## config.mk

```make
export PLATFORM = sky130hd
export DESIGN_NAME = msk_ctrl
export DESIGN_NICKNAME = d
export VERILOG_FILES = /design/src/rtl/msk_pkg.sv /design/src/rtl/msk_ctrl.sv
export SDC_FILE = /design/constraint.sdc
export NUM_CORES = 1
export LEC_CHECK = 0
export BUFFER_PORTS_ARGS = -buffer_cell sky130_fd_sc_hd__buf_2
export CAP_MARGIN = 20
export CORE_MARGIN = 10
export CORE_UTILIZATION = 27
export DETAILED_ROUTE_END_ITERATION = 10
export PLACE_DENSITY = 0.53
export SLEW_MARGIN = 10
export SYNTH_ARGS = -nofsm -noshare
export SYNTH_HDL_FRONTEND = slang
export SYNTH_SLANG_ARGS = --single-unit
export TNS_END_PERCENT = 100
```

## constraint.sdc

```tcl
create_clock -name clk -period 4.1 [get_ports clk]
set_input_delay 0.41 -clock clk [delete_from_list [all_inputs] [get_ports clk]]
set_output_delay 0.41 -clock clk [all_outputs]
set_load 0.01 [all_outputs]
```

## src/rtl/msk_pkg.sv

```systemverilog
// ----------------------------------------------------------------------------
// msk_pkg
// Shared types, constants and helpers for the 4x4 matrix stack block.
// ----------------------------------------------------------------------------
package msk_pkg;

  // Configuration of the stack array
  localparam int NUM_STACKS  = 4;
  localparam int STACK_DEPTH = 16;

  // Derived widths
  localparam int STACK_W = (NUM_STACKS > 1) ? $clog2(NUM_STACKS) : 1;
  localparam int LEVEL_W = $clog2(STACK_DEPTH);
  localparam int ELEM_W  = 4;
  localparam int ADDR_W  = STACK_W + LEVEL_W + ELEM_W;
  localparam int MEM_DEPTH = 1 << ADDR_W;

  // Four Q32.32 products summed exactly
  localparam int ACC_W = 66;

  localparam logic [31:0] ONE_Q16 = 32'h0001_0000;

  typedef enum logic [2:0] {
    CMD_LOAD  = 3'd0,
    CMD_IDENT = 3'd1,
    CMD_PUSH  = 3'd2,
    CMD_POP   = 3'd3,
    CMD_CLEAR = 3'd4,
    CMD_MUL   = 3'd5,
    CMD_GET   = 3'd6
  } msk_cmd_t;

  typedef enum logic [1:0] {
    ST_OK    = 2'd0,
    ST_FULL  = 2'd1,
    ST_EMPTY = 2'd2
  } msk_status_t;

  typedef enum logic [3:0] {
    S_INIT,
    S_IDLE,
    S_DECODE,
    S_FILL,
    S_PUSH_RD,
    S_PUSH_WB,
    S_MUL_RD,
    S_MUL_WAIT,
    S_MUL_WB,
    S_MUL_LAST,
    S_GET_RD,
    S_GET_WAIT,
    S_DONE
  } msk_state_t;

  typedef struct packed {
    logic [2:0]         command;
    logic [1:0]         stack_id;
    logic [3:0]         element_index;
    logic signed [31:0] element_value;
  } msk_in_t;

  typedef struct packed {
    logic signed [31:0] out_value;
    logic [3:0]         out_index;
    logic               last;
    logic [1:0]         status;
  } msk_out_t;

  // Controls from the sequencer to the multiply unit
  typedef struct packed {
    logic        ob_we;     // store one operand element
    logic [3:0]  ob_idx;
    logic        rd_issue;  // top element read issued this cycle
    logic [3:0]  rd_elem;
    logic        acc_clr;   // start of a product
    logic        wb_rot;    // step the result lines during write back
    logic [1:0]  wb_col;
  } msk_mac_ctl_t;

  // Identity element: diagonal when row == column
  function automatic logic [31:0] ident_word(input logic [3:0] e);
    return (e[1:0] == e[3:2]) ? ONE_Q16 : 32'h0;
  endfunction

endpackage

```

## src/rtl/msk_ctrl.sv

```systemverilog
// ----------------------------------------------------------------------------
// msk_ctrl
// Command sequencer: stack levels, matrix store addressing, push copy,
// multiply streaming and write back, get read out and the output register.
// ----------------------------------------------------------------------------
module msk_ctrl (
  input  logic                         clk,
  input  logic                         rst_n,
  input  logic                         in_valid,
  output logic                         in_stall,
  input  msk_pkg::msk_in_t             in_data,
  output logic                         out_valid,
  input  logic                         out_stall,
  output msk_pkg::msk_out_t            out_data,
  output logic                         ram_we,
  output logic [msk_pkg::ADDR_W-1:0]   ram_waddr,
  output logic [31:0]                  ram_wdata,
  output logic [msk_pkg::ADDR_W-1:0]   ram_raddr,
  input  logic [31:0]                  ram_rdata,
  output msk_pkg::msk_mac_ctl_t        mac_ctl,
  output logic [31:0]                  mac_op_value,
  input  logic                         mac_busy,
  input  logic [31:0]                  mac_wb_word
);
  import msk_pkg::*;

  msk_state_t         state_r, state_nxt;
  logic [3:0]         cnt_r, cnt_nxt;
  logic [STACK_W-1:0] clr_stack_r, clr_stack_nxt;
  logic [LEVEL_W-1:0] lvl_r [NUM_STACKS];
  logic [LEVEL_W-1:0] lvl_nxt [NUM_STACKS];
  msk_in_t            item_r, item_nxt;
  msk_status_t        status_r, status_nxt;
  logic               cp_pend_r, cp_pend_nxt;
  logic [3:0]         cp_elem_r, cp_elem_nxt;
  logic               get_pend_r, get_pend_nxt;
  logic [3:0]         get_elem_r, get_elem_nxt;
  logic               wb_pend_r, wb_pend_nxt;
  logic [3:0]         wb_elem_r, wb_elem_nxt;
  logic               out_valid_r, out_valid_nxt;
  msk_out_t           out_data_r, out_data_nxt;

  logic [STACK_W-1:0] sid;
  logic [LEVEL_W-1:0] lvl_cur;
  logic [LEVEL_W-1:0] lvl_up;
  logic               in_range;
  logic               out_free;
  logic               out_load;
  msk_out_t           out_word;

  assign sid      = STACK_W'(item_r.stack_id);
  assign lvl_cur  = lvl_r[sid];
  assign lvl_up   = lvl_cur + 1'b1;
  assign in_range = ({3'b000, item_r.stack_id} < 5'(NUM_STACKS));
  assign out_free = !out_valid_r || !out_stall;
  assign in_stall = (state_r != S_IDLE);

  // Operand element of the held transaction
  assign mac_op_value = item_r.element_value;

  // Next state, store accesses and result generation
  always_comb begin
    state_nxt     = state_r;
    cnt_nxt       = cnt_r;
    clr_stack_nxt = clr_stack_r;
    lvl_nxt       = lvl_r;
    item_nxt      = item_r;
    status_nxt    = status_r;
    cp_pend_nxt   = 1'b0;
    cp_elem_nxt   = cnt_r;
    get_pend_nxt  = 1'b0;
    get_elem_nxt  = get_elem_r;
    wb_pend_nxt   = 1'b0;
    wb_elem_nxt   = cnt_r;
    ram_we        = 1'b0;
    ram_waddr     = {sid, lvl_cur, cnt_r};
    ram_wdata     = ident_word(cnt_r);
    ram_raddr     = {sid, lvl_cur, cnt_r};
    mac_ctl       = '0;
    mac_ctl.ob_idx  = item_r.element_index;
    mac_ctl.rd_elem = cnt_r;
    mac_ctl.wb_col  = cnt_r[3:2];
    out_load      = 1'b0;
    out_word      = '0;

    case (state_r)
      // Identity into the bottom level of every stack
      S_INIT: begin
        ram_we    = 1'b1;
        ram_waddr = {clr_stack_r, LEVEL_W'(0), cnt_r};
        cnt_nxt   = cnt_r + 1'b1;
        if (cnt_r == 4'hF) begin
          clr_stack_nxt = clr_stack_r + 1'b1;
          if (clr_stack_r == STACK_W'(NUM_STACKS - 1)) begin
            state_nxt = S_IDLE;
          end
        end
      end

      S_IDLE: begin
        if (in_valid) begin
          item_nxt  = in_data;
          state_nxt = S_DECODE;
        end
      end

      S_DECODE: begin
        status_nxt = ST_OK;
        cnt_nxt    = 4'h0;
        state_nxt  = S_DONE;
        if (in_range) begin
          case (msk_cmd_t'(item_r.command))
            CMD_LOAD: begin
              ram_we    = 1'b1;
              ram_waddr = {sid, lvl_cur, item_r.element_index};
              ram_wdata = item_r.element_value;
            end
            CMD_IDENT: begin
              state_nxt = S_FILL;
            end
            CMD_PUSH: begin
              if (lvl_cur == LEVEL_W'(STACK_DEPTH - 1)) begin
                status_nxt = ST_FULL;
              end else begin
                state_nxt = S_PUSH_RD;
              end
            end
            CMD_POP: begin
              if (lvl_cur == '0) begin
                status_nxt = ST_EMPTY;
              end else begin
                lvl_nxt[sid] = lvl_cur - 1'b1;
              end
            end
            CMD_CLEAR: begin
              lvl_nxt[sid] = '0;
              state_nxt    = S_FILL;
            end
            CMD_MUL: begin
              mac_ctl.ob_we = 1'b1;
              if (item_r.element_index == 4'hF) begin
                mac_ctl.acc_clr = 1'b1;
                state_nxt       = S_MUL_RD;
              end
            end
            CMD_GET: begin
              state_nxt = S_GET_RD;
            end
            default: begin
              state_nxt = S_DONE;
            end
          endcase
        end
      end

      // Identity into the top, one element a cycle
      S_FILL: begin
        ram_we  = 1'b1;
        cnt_nxt = cnt_r + 1'b1;
        if (cnt_r == 4'hF) begin
          state_nxt = S_DONE;
        end
      end

      // Read the top; each copy is written one level up in the cycle after its read
      S_PUSH_RD: begin
        cp_pend_nxt = 1'b1;
        cnt_nxt     = cnt_r + 1'b1;
        if (cnt_r == 4'hF) begin
          state_nxt = S_PUSH_WB;
        end
      end

      S_PUSH_WB: begin
        lvl_nxt[sid] = lvl_up;
        state_nxt    = S_DONE;
      end

      // Stream the top into the MAC lanes
      S_MUL_RD: begin
        mac_ctl.rd_issue = 1'b1;
        cnt_nxt          = cnt_r + 1'b1;
        if (cnt_r == 4'hF) begin
          state_nxt = S_MUL_WAIT;
        end
      end

      S_MUL_WAIT: begin
        if (!mac_busy) begin
          cnt_nxt   = 4'h0;
          state_nxt = S_MUL_WB;
        end
      end

      // Saturated results back into the top, one a cycle
      S_MUL_WB: begin
        mac_ctl.wb_rot = 1'b1;
        wb_pend_nxt    = 1'b1;
        cnt_nxt        = cnt_r + 1'b1;
        if (cnt_r == 4'hF) begin
          state_nxt = S_MUL_LAST;
        end
      end

      S_MUL_LAST: begin
        state_nxt = S_DONE;
      end

      // One read in flight, issued only when the output slot frees up
      S_GET_RD: begin
        if (!get_pend_r && out_free) begin
          get_pend_nxt = 1'b1;
          get_elem_nxt = cnt_r;
          cnt_nxt      = cnt_r + 1'b1;
          if (cnt_r == 4'hF) begin
            state_nxt = S_GET_WAIT;
          end
        end
      end

      S_GET_WAIT: begin
        if (!get_pend_r) begin
          state_nxt = S_IDLE;
        end
      end

      // Single status transaction
      S_DONE: begin
        if (out_free) begin
          out_load        = 1'b1;
          out_word.last   = 1'b1;
          out_word.status = status_r;
          state_nxt       = S_IDLE;
        end
      end

      default: begin
        state_nxt = S_IDLE;
      end
    endcase

    // Delayed writes of the push copy and the multiply results
    if (cp_pend_r) begin
      ram_we    = 1'b1;
      ram_waddr = {sid, lvl_up, cp_elem_r};
      ram_wdata = ram_rdata;
    end
    if (wb_pend_r) begin
      ram_we    = 1'b1;
      ram_waddr = {sid, lvl_cur, wb_elem_r};
      ram_wdata = mac_wb_word;
    end

    // Get data arrives in the cycle after its read
    if (get_pend_r) begin
      out_load           = 1'b1;
      out_word.out_value = ram_rdata;
      out_word.out_index = get_elem_r;
      out_word.last      = (get_elem_r == 4'hF);
      out_word.status    = ST_OK;
    end

    // Output register
    out_valid_nxt = out_load | (out_valid_r & out_stall);
    out_data_nxt  = out_load ? out_word : out_data_r;
  end

  // Control state
  always_ff @(posedge clk) begin
    if (!rst_n) begin
      state_r     <= S_INIT;
      cnt_r       <= 4'h0;
      clr_stack_r <= '0;
      cp_pend_r   <= 1'b0;
      get_pend_r  <= 1'b0;
      wb_pend_r   <= 1'b0;
      out_valid_r <= 1'b0;
      for (int s = 0; s < NUM_STACKS; s++) begin
        lvl_r[s] <= '0;
      end
    end else begin
      state_r     <= state_nxt;
      cnt_r       <= cnt_nxt;
      clr_stack_r <= clr_stack_nxt;
      cp_pend_r   <= cp_pend_nxt;
      get_pend_r  <= get_pend_nxt;
      wb_pend_r   <= wb_pend_nxt;
      out_valid_r <= out_valid_nxt;
      lvl_r       <= lvl_nxt;
    end
  end

  // Payload
  always_ff @(posedge clk) begin
    item_r     <= item_nxt;
    status_r   <= status_nxt;
    cp_elem_r  <= cp_elem_nxt;
    get_elem_r <= get_elem_nxt;
    wb_elem_r  <= wb_elem_nxt;
    out_data_r <= out_data_nxt;
  end

  assign out_valid = out_valid_r;
  assign out_data  = out_data_r;

endmodule

```

==> results by group <==
Run status
  – Status: complete, no violations

Routing
  – Routed length on met2: between 10000 and 15000 um
  – DR top layer: met4
  – Final antenna-violating net count: 0
  – DR pass1 iterations: 5
  – Met3 WL: around 1700 um
  – Via-to-Cell Ratio: roughly 4.7
  – Initial DRC Count: 436
  – DRT met1 WL: about 11000 um
  – Drt wl/cell: ~21 um
  – Post-route DRC: 0
  – Routed WL: 23970 um
  – DR vias: between 5000 and 6000

Die
  – Die W: between 150 and 200 um
  – Io pins: between 200 and 300
  – Chip height: 176.0 um
  – Die area: approximately 31000 um2
  – Num rows: 57
  – Core footprint: about 24000 um2
  – Initial Util: 0.2727

Critical path
  – Critical path launch point type: flip-flop
  – Slowest Stage Delay on Critical Path: 0.80 ns
  – Max FO, Critical Path: 38
  – Nature of the critical path endpoint: primary output
  – Slowest CP cell: dfxtp_1
  – Crit-path cells: or4b_4, nor4_2, buf_4, and3b_1, a21oi_1, o21ai_0, buf_2
  – Crit path buffers/inverters: 2
  – Worst setup path startpoint: state_r[1]
  – Reg-to-Reg Start: sid[0]
  – Setup CP Type: flip-flop to primary output
  – Req. time, crit path: 3.69 ns
  – Family with the most delay on the worst path: simple AND/OR/NAND/NOR gates
  – Worst EP arrival: around 3 ns

STA
  – Final Cycle Share: 0.8439
  – RSZ-0062 raised after global routing: no
  – PnR worst setup slack: 0.6401 ns
  – Setup TNS: 0 ns
  – Final count of pins violating max slew: 0
  – Max frequency: roughly 290 MHz
  – Min Tclk post-route: 3.460 ns
  – Setup Skew: 0.01371 ns
  – Min Hold Slack: 0.1599 ns
  – Endpoints failing hold: 0
  – Final Setup Violations: 0
  – Worst-margin pin slew: a little under 1 ns
  – Max-slew headroom: 0.3466

Layout
  – Final core utilization: 0.3466
  – Multi-input gate area: 2783 um2
  – Seq. cell area: around 3300 um2
  – FILL cells: between 2000 and 3000
  – Nets: 934
  – Post-route cell area: around 8400 um2
  – P&R area growth vs syn: 27.11%
  – Share of cells above drive strength 1: 0.3798
  – Final std cells w/o fill: 1160

Yosys
  – Post-Synth Adder-Cell Area: 0.009518
  – Synth warnings: 0
  – Seq cells post-synth: 120
  – Multiplexer share of the synthesized area: 0.04226
  – Fraction of registers with async set/reset: 0
  – Mapped Cells: ~630
  – Synth Flop Type: edfxtp_1
  – Synth top cells by count: edfxtp_1, nand2_1, buf_4
  – Unique masters post-synth: ~70
  – Area share of xor/xnor cells in the synthesized design: 0.007995
  – Compound-Gate Fraction of Synth Area: 0.1635
  – EDFF count, synth: 86
  – Synth Area in Simple Gates: 0.1978
  – Post-synthesis sequential area ratio: 0.4965
  – Count leader, synth: edfxtp_1
  – Synth area leader: edfxtp_1
  – Largest family of logic cells by synthesized area: simple AND/OR/NAND/NOR gates
  – Syn nets: 744
  – Cell area after synthesis: between 6000 and 7000 um2
  – Top cells by area, synth: edfxtp_1, dfxtp_1, buf_4
  – Top cell type's share of synthesized area: 0.3929
  – Avg Cell Area, Syn: around 10 um2

Place
  – Dpl hpwl: 18160 um
  – Inst Count DP: ~1100
  – Gpl congestion: 0.8352
  – Dpl ws: 1.089 ns
  – Cell Area, Placed: just under 8000 um2
  – PortBufs: ~250

CTS
  – Cts repair resizes: 0
  – Clock transition at path regs: ~0.060 ns
  – Clock Latency Late Sink: approximately 0.42 ns
  – Number of post-CTS setup repair buffers: 0
  – CTS tree: built
  – Num Clock Sinks: between 100 and 150
  – Hold buffers post-CTS: 0
  – CTS buffer count: 17
  – Clock buffer depth: 2
  – H-tree depth reported by CTS: 4
  – CTS root buffer: clkbuf_16

Job
  – Max-Cap Viols: 0

Power
  – Combinational share of power: 0.034
  – Power, Total: ~2.8 mW
  – Pwr dens: 336.2 nW/um2
  – Sw Ratio: 0.2240
  – Power share of the sequential group: 0.464
  – Max VDD drop: about 0.18 mV
  – Psw: 0.6291 mW
  – Pint: 2.180 mW
  – LEAKAGE: 3.266 nW
  – Clk network pwr share: 0.502

Global route
  – Vias in the first global route: between 5000 and 6000
  – Global-route wire length before repair: 35000 um
  – Pin count of the biggest net entering global routing: 45
  – Global route overflow: 0
  – Total track usage: 0.1489
  – Antenna violations before repair: 4

Hold path
  – Hold Path Class: input port to flip-flop
  – Hold_sp: in_data[31]
## metal layers
metal | vias to the layer above | global-route usage
li1 | 2649 | -
met5 | - | 0
met4 | 0 | 0.04415
met1 | 2611 | 0.1903
met2 | 197 | 0.2365
met3 | 17 | 0.04613
## area by class of cell
class | instances | share of cell area
diodes | 4 | 0.001198
repair buffers | 257 | 0.1579
clock buffers | 21 | 0.05272
multi-input cells | 415 | 0.3331
clock inverters | 11 | 0.01213
well taps | 324 | 0.04852
inverters | 8 | 0.003594
flip-flops and latches | 120 | 0.3909
## worst reg2reg max path: stages, from the launching register on
cell	delay, ns
edfxtp_1	0.76
mux4_2	0.47
inv_1	0.10
ha_1	0.26
and4_1	0.30
a221oi_2	0.51
mux2i_1	0.24
nor2_1	0.06
## worst paths after layout
check	to	slack, ns	depth (start not counted)
max	ram_wdata[17]	0.64	7
min	mac_op_value[31]	0.16	1
min reg2reg	lvl_r[0]	0.46	2
max reg2reg	lvl_r[9]	1.27	7
## power by group through the flow
stage	registers, mW	clock network (mW)	logic (mW)
floorplan	1.33	0	0.0242
global placement	1.33	0	0.0951
detailed placement	1.33	0	0.0956
CTS	1.30	1.46	0.0961
global route	1.30	1.51	0.105
finish	1.30	1.41	0.0957
## kinds of logic (layout without fill, tap and decap cells)
kind of cell               after synthesis  after routing
xor gates and xnor gates                 6              6
AOI/OAI and AO/OA                      151            151
buffers and inverters                   94            297
DFF                                    120            120
other                                    0              4
adders and majority gates                5              5
muxes                                   21             21
and+or+nand+nor                        232            232
## state kept, by name (all words and copies together) (netlist names), 3 cells and up
| register | cells |
|---|---|
| cnt_r | 4 |
| get_elem_r | 4 |
| item_r | 3 |
| lvl_r | 16 |
| mac_ctl | 4 |
| mac_op_value | 32 |
| out_data | 39 |
| state_r | 4 |
| wb_elem_r | 4 |
## placed cells by master (no fill, tap or decap), types with 16 or more instances in the layout
cell | netlist | layout
a22oi_1 | 16 | 16
clkbuf_16 | 0 | 17
and3b_1 | 17 | 17
a21oi_1 | 39 | 39
nor2_1 | 35 | 34
edfxtp_1 | 86 | 86
dfxtp_1 | 34 | 32
and2_1 | 39 | 39
o21ai_0 | 44 | 44
nand2_1 | 57 | 57
buf_2 | 6 | 249
nor2b_1 | 20 | 20
Note: power is estimated with default switching activity, not from simulation.
